==> config.mk <==
export PLATFORM = sky130hd
export DESIGN_NAME = murmur2_64a_hash
export DESIGN_NICKNAME = d
export VERILOG_FILES = /design/src/rtl/mmh_pkg.sv /design/src/rtl/mmh_mul.sv /design/src/rtl/mmh_front.sv /design/src/rtl/mmh_back.sv /design/src/rtl/murmur2_64a_hash.sv
export SDC_FILE = /design/constraint.sdc
export NUM_CORES = 2
export LEC_CHECK = 0
export BUFFER_PORTS_ARGS = -buffer_cell sky130_fd_sc_hd__buf_2
export CORE_UTILIZATION = 60
export DETAILED_ROUTE_END_ITERATION = 6
export PLACE_DENSITY = 0.82
export SYNTH_ARGS = -nofsm -noshare
export SYNTH_HDL_FRONTEND = slang
export SYNTH_SLANG_ARGS = --single-unit
==> constraint.sdc <==
create_clock -name clock -period 30.2 [get_ports clock]
set_input_delay 3.02 -clock clock [delete_from_list [all_inputs] [get_ports clock]]
set_output_delay 3.02 -clock clock [all_outputs]
set_load 0.05 [all_outputs]
==> src/rtl/mmh_pkg.sv <==
package mmh_pkg;

   // Mixing constants
   localparam logic [63:0] MIX_MUL   = 64'hc6a4a7935bd1e995;
   localparam int unsigned MIX_SHIFT = 47;

   localparam int unsigned WORD_W   = 64;
   localparam int unsigned COUNT_W  = 4;
   localparam int unsigned LENGTH_W = 31;

   // How the back end treats one word
   typedef enum logic [1:0] {
      OP_FULL  = 2'd0,
      OP_SHORT = 2'd1,
      OP_EMPTY = 2'd2
   } op_type;

   // One classified word waiting in the queue
   typedef struct packed {
      logic [WORD_W-1:0]   word;
      op_type              op;
      logic                first;
      logic                last;
      logic [LENGTH_W-1:0] length;
   } item_type;

   // Status of the shared multiplier
   typedef struct packed {
      logic busy;
      logic done;
   } mul_stat_type;

endpackage

==> src/rtl/mmh_mul.sv <==
// 64 x 64 -> low 64 multiply by the mixing constant, on one 32 x 32 multiplier.
// Three steps: lo*lo, then lo*hi and hi*lo added into the upper half.
module mmh_mul (
   input  logic                clock,
   input  logic                reset,
   input  logic                start,
   input  logic [63:0]         operand,
   output mmh_pkg::mul_stat_type stat,
   output logic [63:0]         product
);

   localparam logic [31:0] MulLo = mmh_pkg::MIX_MUL[31:0];
   localparam logic [31:0] MulHi = mmh_pkg::MIX_MUL[63:32];

   logic [63:0] op_ff,  op_in;
   logic [63:0] acc_ff, acc_in;
   logic [1:0]  cnt_ff, cnt_in;
   logic        busy_ff, busy_in;
   logic        done_ff, done_in;
   logic [31:0] mul_a;
   logic [31:0] mul_b;
   logic [63:0] part;

   // operand selection for the shared multiplier
   assign mul_a = (cnt_ff == 2'd2) ? op_ff[63:32] : op_ff[31:0];
   assign mul_b = (cnt_ff == 2'd1) ? MulHi : MulLo;
   assign part  = mul_a * mul_b;

   always_comb begin
      op_in   = op_ff;
      acc_in  = acc_ff;
      cnt_in  = cnt_ff;
      busy_in = busy_ff;
      done_in = 1'b0;
      if (start) begin
         op_in   = operand;
         cnt_in  = 2'd0;
         busy_in = 1'b1;
      end else if (busy_ff) begin
         if (cnt_ff == 2'd0) begin
            acc_in = part;
         end else begin
            acc_in = {acc_ff[63:32] + part[31:0], acc_ff[31:0]};
         end
         cnt_in = cnt_ff + 2'd1;
         if (cnt_ff == 2'd2) begin
            busy_in = 1'b0;
            done_in = 1'b1;
         end
      end
   end

   always_ff @(posedge clock) begin
      if (reset) begin
         busy_ff <= 1'b0;
         done_ff <= 1'b0;
         cnt_ff  <= 2'd0;
      end else begin
         busy_ff <= busy_in;
         done_ff <= done_in;
         cnt_ff  <= cnt_in;
      end
      op_ff  <= op_in;
      acc_ff <= acc_in;
   end

   assign stat.busy = busy_ff;
   assign stat.done = done_ff;
   assign product   = acc_ff;

endmodule

==> src/rtl/mmh_front.sv <==
// Accepts key words, classifies them and masks short tails, then queues them
// in a two-entry queue for the back end.
module mmh_front (
   input  logic                  clock,
   input  logic                  reset,
   input  logic                  req_valid,
   output logic                  req_ready,
   input  logic [63:0]           req_key_word,
   input  logic [3:0]            req_valid_bytes,
   input  logic                  req_first_word,
   input  logic                  req_last_word,
   input  logic [30:0]           req_key_length,
   input  logic                  pop,
   output logic                  q_valid,
   output mmh_pkg::item_type     q_item
);

   localparam logic [1:0] QDepth = 2'd2;

   mmh_pkg::item_type entry_ff [2];
   mmh_pkg::item_type new_item;
   logic              wr_ptr_ff, wr_ptr_in;
   logic              rd_ptr_ff, rd_ptr_in;
   logic [1:0]        cnt_ff,    cnt_in;
   logic              push;
   logic [63:0]       masked;

   // keep only the valid bytes of a short word
   always_comb begin
      masked = '0;
      for (int i = 0; i < 8; i++) begin
         if (4'(i) < req_valid_bytes) begin
            masked[8*i +: 8] = req_key_word[8*i +: 8];
         end
      end
   end

   // classification
   always_comb begin
      new_item.first  = req_first_word;
      new_item.last   = req_last_word;
      new_item.length = req_key_length;
      priority if (!req_last_word || req_valid_bytes >= 4'd8) begin
         new_item.op   = mmh_pkg::OP_FULL;
         new_item.word = req_key_word;
      end else if (req_valid_bytes != 4'd0) begin
         new_item.op   = mmh_pkg::OP_SHORT;
         new_item.word = masked;
      end else begin
         new_item.op   = mmh_pkg::OP_EMPTY;
         new_item.word = '0;
      end
   end

   assign req_ready = (cnt_ff != QDepth);
   assign push      = req_valid && req_ready;
   assign q_valid   = (cnt_ff != 2'd0);
   assign q_item    = entry_ff[rd_ptr_ff];

   // queue pointers
   always_comb begin
      wr_ptr_in = push ? ~wr_ptr_ff : wr_ptr_ff;
      rd_ptr_in = pop  ? ~rd_ptr_ff : rd_ptr_ff;
      cnt_in    = cnt_ff + {1'b0, push} - {1'b0, pop};
   end

   always_ff @(posedge clock) begin
      if (reset) begin
         wr_ptr_ff <= 1'b0;
         rd_ptr_ff <= 1'b0;
         cnt_ff    <= 2'd0;
      end else begin
         wr_ptr_ff <= wr_ptr_in;
         rd_ptr_ff <= rd_ptr_in;
         cnt_ff    <= cnt_in;
      end
      if (push) begin
         entry_ff[wr_ptr_ff] <= new_item;
      end
   end

   a_pop_nonempty: assert property (@(posedge clock) disable iff (reset)
      pop |-> cnt_ff != 2'd0)
      else $error("queue popped while empty");

   a_cnt_bound: assert property (@(posedge clock) disable iff (reset)
      cnt_ff != 2'd3)
      else $error("queue count overflow");

endmodule

==> src/rtl/mmh_back.sv <==
// Sequencer: seeds, mixes and finalizes the running hash through the shared
// multiplier, and holds the digest in the output register.
module mmh_back (
   input  logic              clock,
   input  logic              reset,
   input  logic [63:0]       hash_seed,
   input  logic              q_valid,
   input  mmh_pkg::item_type q_item,
   output logic              pop,
   output logic              rsp_valid,
   input  logic              rsp_ready,
   output logic [63:0]       rsp_digest
);

   typedef enum logic [2:0] {
      S_IDLE  = 3'd0,
      S_SEED  = 3'd1,
      S_MIX   = 3'd2,
      S_K1    = 3'd3,
      S_K2    = 3'd4,
      S_H     = 3'd5,
      S_FWAIT = 3'd6,
      S_OUT   = 3'd7
   } state_type;

   state_type             state_ff, state_in;
   mmh_pkg::item_type     item_ff,  item_in;
   logic [63:0]           hash_ff,  hash_in;
   logic [63:0]           fin_ff,   fin_in;
   logic                  rsp_valid_ff, rsp_valid_in;
   logic [63:0]           rsp_digest_ff, rsp_digest_in;
   logic                  mul_start;
   logic [63:0]           mul_opnd;
   logic [63:0]           prod;
   logic [63:0]           prod_xs;
   logic [63:0]           hash_xs;
   mmh_pkg::mul_stat_type mul_stat;

   mmh_mul u_mul (
      .clock   (clock),
      .reset   (reset),
      .start   (mul_start),
      .operand (mul_opnd),
      .stat    (mul_stat),
      .product (prod)
   );

   assign prod_xs = prod ^ (prod >> mmh_pkg::MIX_SHIFT);
   assign hash_xs = hash_ff ^ (hash_ff >> mmh_pkg::MIX_SHIFT);

   always_comb begin
      state_in      = state_ff;
      item_in       = item_ff;
      hash_in       = hash_ff;
      fin_in        = fin_ff;
      rsp_valid_in  = rsp_valid_ff && !rsp_ready;
      rsp_digest_in = rsp_digest_ff;
      pop           = 1'b0;
      mul_start     = 1'b0;
      mul_opnd      = '0;
      unique case (state_ff)
         S_IDLE: begin
            if (q_valid) begin
               pop     = 1'b1;
               item_in = q_item;
               if (q_item.first) begin
                  mul_start = 1'b1;
                  mul_opnd  = {33'd0, q_item.length};
                  state_in  = S_SEED;
               end else begin
                  state_in = S_MIX;
               end
            end
         end
         S_SEED: begin
            if (mul_stat.done) begin
               hash_in  = hash_seed ^ prod;
               state_in = S_MIX;
            end
         end
         S_MIX: begin
            case (item_ff.op)
               mmh_pkg::OP_FULL: begin
                  mul_start = 1'b1;
                  mul_opnd  = item_ff.word;
                  state_in  = S_K1;
               end
               mmh_pkg::OP_SHORT: begin
                  mul_start = 1'b1;
                  mul_opnd  = hash_ff ^ item_ff.word;
                  state_in  = S_H;
               end
               default: begin
                  // empty key: straight to finalization
                  mul_start = 1'b1;
                  mul_opnd  = hash_xs;
                  state_in  = S_FWAIT;
               end
            endcase
         end
         S_K1: begin
            if (mul_stat.done) begin
               mul_start = 1'b1;
               mul_opnd  = prod_xs;
               state_in  = S_K2;
            end
         end
         S_K2: begin
            if (mul_stat.done) begin
               mul_start = 1'b1;
               mul_opnd  = hash_ff ^ prod;
               state_in  = S_H;
            end
         end
         S_H: begin
            if (mul_stat.done) begin
               hash_in = prod;
               if (item_ff.last) begin
                  mul_start = 1'b1;
                  mul_opnd  = prod_xs;
                  state_in  = S_FWAIT;
               end else begin
                  state_in = S_IDLE;
               end
            end
         end
         S_FWAIT: begin
            if (mul_stat.done) begin
               fin_in   = prod_xs;
               state_in = S_OUT;
            end
         end
         S_OUT: begin
            if (!rsp_valid_ff || rsp_ready) begin
               rsp_valid_in  = 1'b1;
               rsp_digest_in = fin_ff;
               state_in      = S_IDLE;
            end
         end
      endcase
   end

   always_ff @(posedge clock) begin
      if (reset) begin
         state_ff     <= S_IDLE;
         hash_ff      <= '0;
         rsp_valid_ff <= 1'b0;
      end else begin
         state_ff     <= state_in;
         hash_ff      <= hash_in;
         rsp_valid_ff <= rsp_valid_in;
      end
      item_ff       <= item_in;
      fin_ff        <= fin_in;
      rsp_digest_ff <= rsp_digest_in;
   end

   assign rsp_valid  = rsp_valid_ff;
   assign rsp_digest = rsp_digest_ff;

   a_start_idle_mul: assert property (@(posedge clock) disable iff (reset)
      mul_start |-> !mul_stat.busy)
      else $error("multiplier started while busy");

   a_idle_quiet: assert property (@(posedge clock) disable iff (reset)
      (state_ff == S_IDLE) |-> (!mul_stat.busy && !mul_stat.done))
      else $error("multiplier active while sequencer idle");

   a_rsp_from_out: assert property (@(posedge clock) disable iff (reset)
      $rose(rsp_valid_ff) |-> $past(state_ff) == S_OUT)
      else $error("result raised outside output state");

endmodule

==> src/rtl/murmur2_64a_hash.sv <==
// MurmurHash64A streaming hash.
// Request channel (req_*): one 64-bit little-endian key word per transaction,
// with its valid byte count, first/last marks and, on the first word, the
// key length. Non-last words are always hashed as full words.
// Response channel (rsp_*): one 64-bit digest per key, after its last word.
// CSR channel (csr_*): writes the 64-bit seed; csr_ready is always high.
// Write it only while no key is in flight.
// Timing: every 64-bit product runs on one 32x32 multiplier in three steps,
// and that multiplier sets the rate. A full word takes the key product, the
// mixed-key product and the hash product, a short tail only the hash product,
// a first word the seed product first, and a last word a finalization product.
// A two-entry request queue accepts words while the back end is busy.
// Reset clears the seed and running hash to zero and empties queue and output.
// If the receiver stalls, the digest waits in the output register; later
// words keep being hashed until a further digest is ready to go out.
module murmur2_64a_hash (
   input  logic        clock,
   input  logic        reset,
   input  logic        req_valid,
   output logic        req_ready,
   input  logic [63:0] req_key_word,
   input  logic [3:0]  req_valid_bytes,
   input  logic        req_first_word,
   input  logic        req_last_word,
   input  logic [30:0] req_key_length,
   output logic        rsp_valid,
   input  logic        rsp_ready,
   output logic [63:0] rsp_digest,
   input  logic        csr_valid,
   output logic        csr_ready,
   input  logic [63:0] csr_hash_seed
);

   logic [63:0]       hash_seed_ff, hash_seed_in;
   logic              q_valid;
   logic              pop;
   mmh_pkg::item_type q_item;

   // seed register
   assign csr_ready    = 1'b1;
   assign hash_seed_in = (csr_valid && csr_ready) ? csr_hash_seed : hash_seed_ff;

   always_ff @(posedge clock) begin
      if (reset) begin
         hash_seed_ff <= '0;
      end else begin
         hash_seed_ff <= hash_seed_in;
      end
   end

   mmh_front u_front (
      .clock           (clock),
      .reset           (reset),
      .req_valid       (req_valid),
      .req_ready       (req_ready),
      .req_key_word    (req_key_word),
      .req_valid_bytes (req_valid_bytes),
      .req_first_word  (req_first_word),
      .req_last_word   (req_last_word),
      .req_key_length  (req_key_length),
      .pop             (pop),
      .q_valid         (q_valid),
      .q_item          (q_item)
   );

   mmh_back u_back (
      .clock      (clock),
      .reset      (reset),
      .hash_seed  (hash_seed_ff),
      .q_valid    (q_valid),
      .q_item     (q_item),
      .pop        (pop),
      .rsp_valid  (rsp_valid),
      .rsp_ready  (rsp_ready),
      .rsp_digest (rsp_digest)
   );

endmodule

==> flow_summary.json <==
{
  "drv_slew": 0,
  "grt_usage": 0.365,
  "via_count": 37900,
  "cts-buffers-inserted": 56,
  "root_buffer": "clkbuf_16",
  "synth_area_leaders": "edfxtp_1 (29%), fa_1 (23%), ha_1 (10%), inv_1 (5.6%), dfxtp_1 (5.3%)",
  "skew_ns": 0.0296,
  "die_w_um": 300,
  "netlist.area_leader.share": 0.293,
  "seqCellArea_mm2": 0.0185,
  "yosysSeqAreaShare": 0.346,
  "crit_path_end_kind": "flop",
  "rows": 109,
  "async_flop_share": 0,
  "area_delta_synth_final_pct": 7.93,
  "antenna_found_initial": 8,
  "cp.arrival_ns": 11.32,
  "synth_top_cell_by_area": "edfxtp_1",
  "dp.cells": 6068,
  "synthTopCellsByCount": "inv_1 (802), fa_1 (609), edfxtp_1 (521)",
  "cts_tree": "built",
  "tightest_slew_ns": 1.12,
  "period_minus_slack_ns": 10.97,
  "period_share": 0.363,
  "clock-sinks": 662,
  "setup_violations": 0,
  "drive_above_1_share": 0.101,
  "holdBufCountCts": 0,
  "path_clk_slew_ns": 0.07,
  "status": "finished clean",
  "cp.required_ns": 30.54,
  "ys.flop_type": "edfxtp_1",
  "dr.pass1.iters": 5,
  "critPathMaxStageDelay_ns": 0.56,
  "ios": 237,
  "die-area_mm2": 0.0903,
  "drv_cap": 0,
  "drc": 0,
  "slew_headroom": 0.255,
  "layout.cells.non_filler": 6178,
  "timing.fmax_mhz": 91.1,
  "syn-cell-area_mm2": 0.0534,
  "ctsHtreeMaxLevel": 2,
  "wl_per_cell_um": 26.1,
  "synth_edf_count": 521,
  "worst_path_max_delay_cell": "ha_2",
  "totalWireLength_mm": 161,
  "synthCells": 4799,
  "io_buffers": 235,
  "path_class": "flop to flop",
  "ys_ff_latch": 662,
  "yosysWarnings": 0,
  "yosysMostFrequentCell": "inv_1",
  "die_h_um": 300,
  "drt_iter0_markers": 4536,
  "ant_nets": 0,
  "worstPathMaxFanout": 18,
  "ys_types": 80,
  "cp-start-kind": "flop",
  "fillers": 6601,
  "globalRoute.totalOverflow": 0,
  "gp_congestion": 1.03,
  "multi_input_area_mm2": 0.0313,
  "rsz0062_at_grt": "false",
  "grt_max_degree": 89,
  "hold_path_class": "flop to flop",
  "first_global_vias": 38500,
  "syn_area_per_cell_um2": 11.1,
  "start_util": 0.606,
  "clock_path_buffers": 3,
  "viasPerCell": 6.13,
  "dp_hpwl_mm": 127,
  "placeableCoreArea_mm2": 0.0882,
  "tns_ns": 0,
  "crit_path_frequent_cell": "inv_1",
  "clk_latency_ns": 0.62,
  "grt_pass1_wl_mm": 241,
  "post_cts_buffers": 0,
  "hold_violations": 0,
  "cts-resized-gates": 0,
  "nNetsFinal": 6184
}
state kept, by name, indices dropped and copies added (netlist names), named ones only:
signal and cells:
u_front.entry_ff 198, u_front.wr_ptr_ff 1, u_back.hash_ff 64, u_back.rsp_digest 64
u_back.item_ff 67, u_back.fin_ff 64, u_back.u_mul.cnt_ff 2, hash_seed_ff 64
u_front.cnt_ff 2, u_front.rd_ptr_ff 1, u_back.u_mul.done_ff 1, u_back.u_mul.busy_ff 1
u_back.u_mul.op_ff 64, u_back.state_ff 3, u_back.rsp_valid 1, u_back.u_mul.product 64
cell families after synthesis:
| logic type | after synthesis | share of synthesized area |
|---|---|---|
| flip-flops | 662 | 0.346 |
| XOR/XNOR | 220 | 0.0363 |
| multiplexers | 210 | 0.0412 |
| adder cells (fa/ha/maj) | 1053 | 0.332 |
| AND/OR/NAND/NOR | 845 | 0.0745 |
| other | 1 | 0.0000702 |
| buffers and inverters | 984 | 0.0693 |
| AO/OA/AOI/OAI | 824 | 0.101 |
through the flow:
| stage | utilization | worst slack (ns) | hold WS (ns) | instance area, um2 |
|---|---|---|---|---|
| finish | 0.654 | 19.23 | 0.424 | 57700 |
| global route | 0.654 | 18.57 | 0.432 | 57700 |
| CTS | 0.654 | 19.34 | 0.420 | 57700 |
| detailed placement | 0.633 | 19.36 | 0.405 | 55800 |
| global placement | 0.633 | 19.58 | 0.404 | 55800 |
| floorplan | - | 20.35 | 0.400 | 53400 |
worst paths after layout:
path | from | to | slack (ns) | depth (start not counted)
worst max-delay path | u_back.u_mul.cnt_ff[0] | u_back.u_mul.product[63] | 19.23 | 41
worst min-delay path | u_back.fin_ff[52] | u_back.rsp_digest[52] | 0.42 | 0
worst max register to register | u_back.u_mul.cnt_ff[0] | u_back.u_mul.product[63] | 19.23 | 41
worst min register to register | u_back.fin_ff[52] | u_back.rsp_digest[52] | 0.42 | 0
layout make-up:
class                      count  share of cell area
multi-input combinational   3154               0.543
inverter                     804              0.0523
sequential                   662               0.320
antenna                        4            0.000174
timing repair buffer         283              0.0267
tap                         1165              0.0253
clock buffer                  73              0.0266
clock inverter                33             0.00545
per-layer routing:
layer | global-route usage | wire length, um | up-vias | share of wire
met3 | 0.0879 | 18600 | 390 | 0.12
met5 | 0 | 0 | - | 0
li1 | - | - | 16500 | -
met1 | 0.499 | 62000 | 18800 | 0.38
met2 | 0.556 | 72100 | 2222 | 0.45
met4 | 0.160 | 8700 | 0 | 0.054
placed cells by master (no fill, tap or decap), types with 140 or more instances in the layout:
master,n
ha_1,440
dfxtp_1,140
fa_1,609
inv_1,801
a21oi_1,209
nand2_1,213
nor2_1,302
edfxtp_1,521
buf_2,233
o21ai_0,170
worst max-delay path, delay by kind of cell, from the launching register on:
family / cells / cell delay (ns)
buf+inv: 9 / 1.44
compound gates: 6 / 1.28
fa+ha+maj: 11 / 4.73
flops: 1 / 0.35
simple gates: 12 / 2.18
mux: 1 / 0.47
xor+xnor: 2 / 0.23
Power is left out: the tool's default activity adds up to more than one toggle a clock period on the data nets, which glitch-free logic cannot reach.
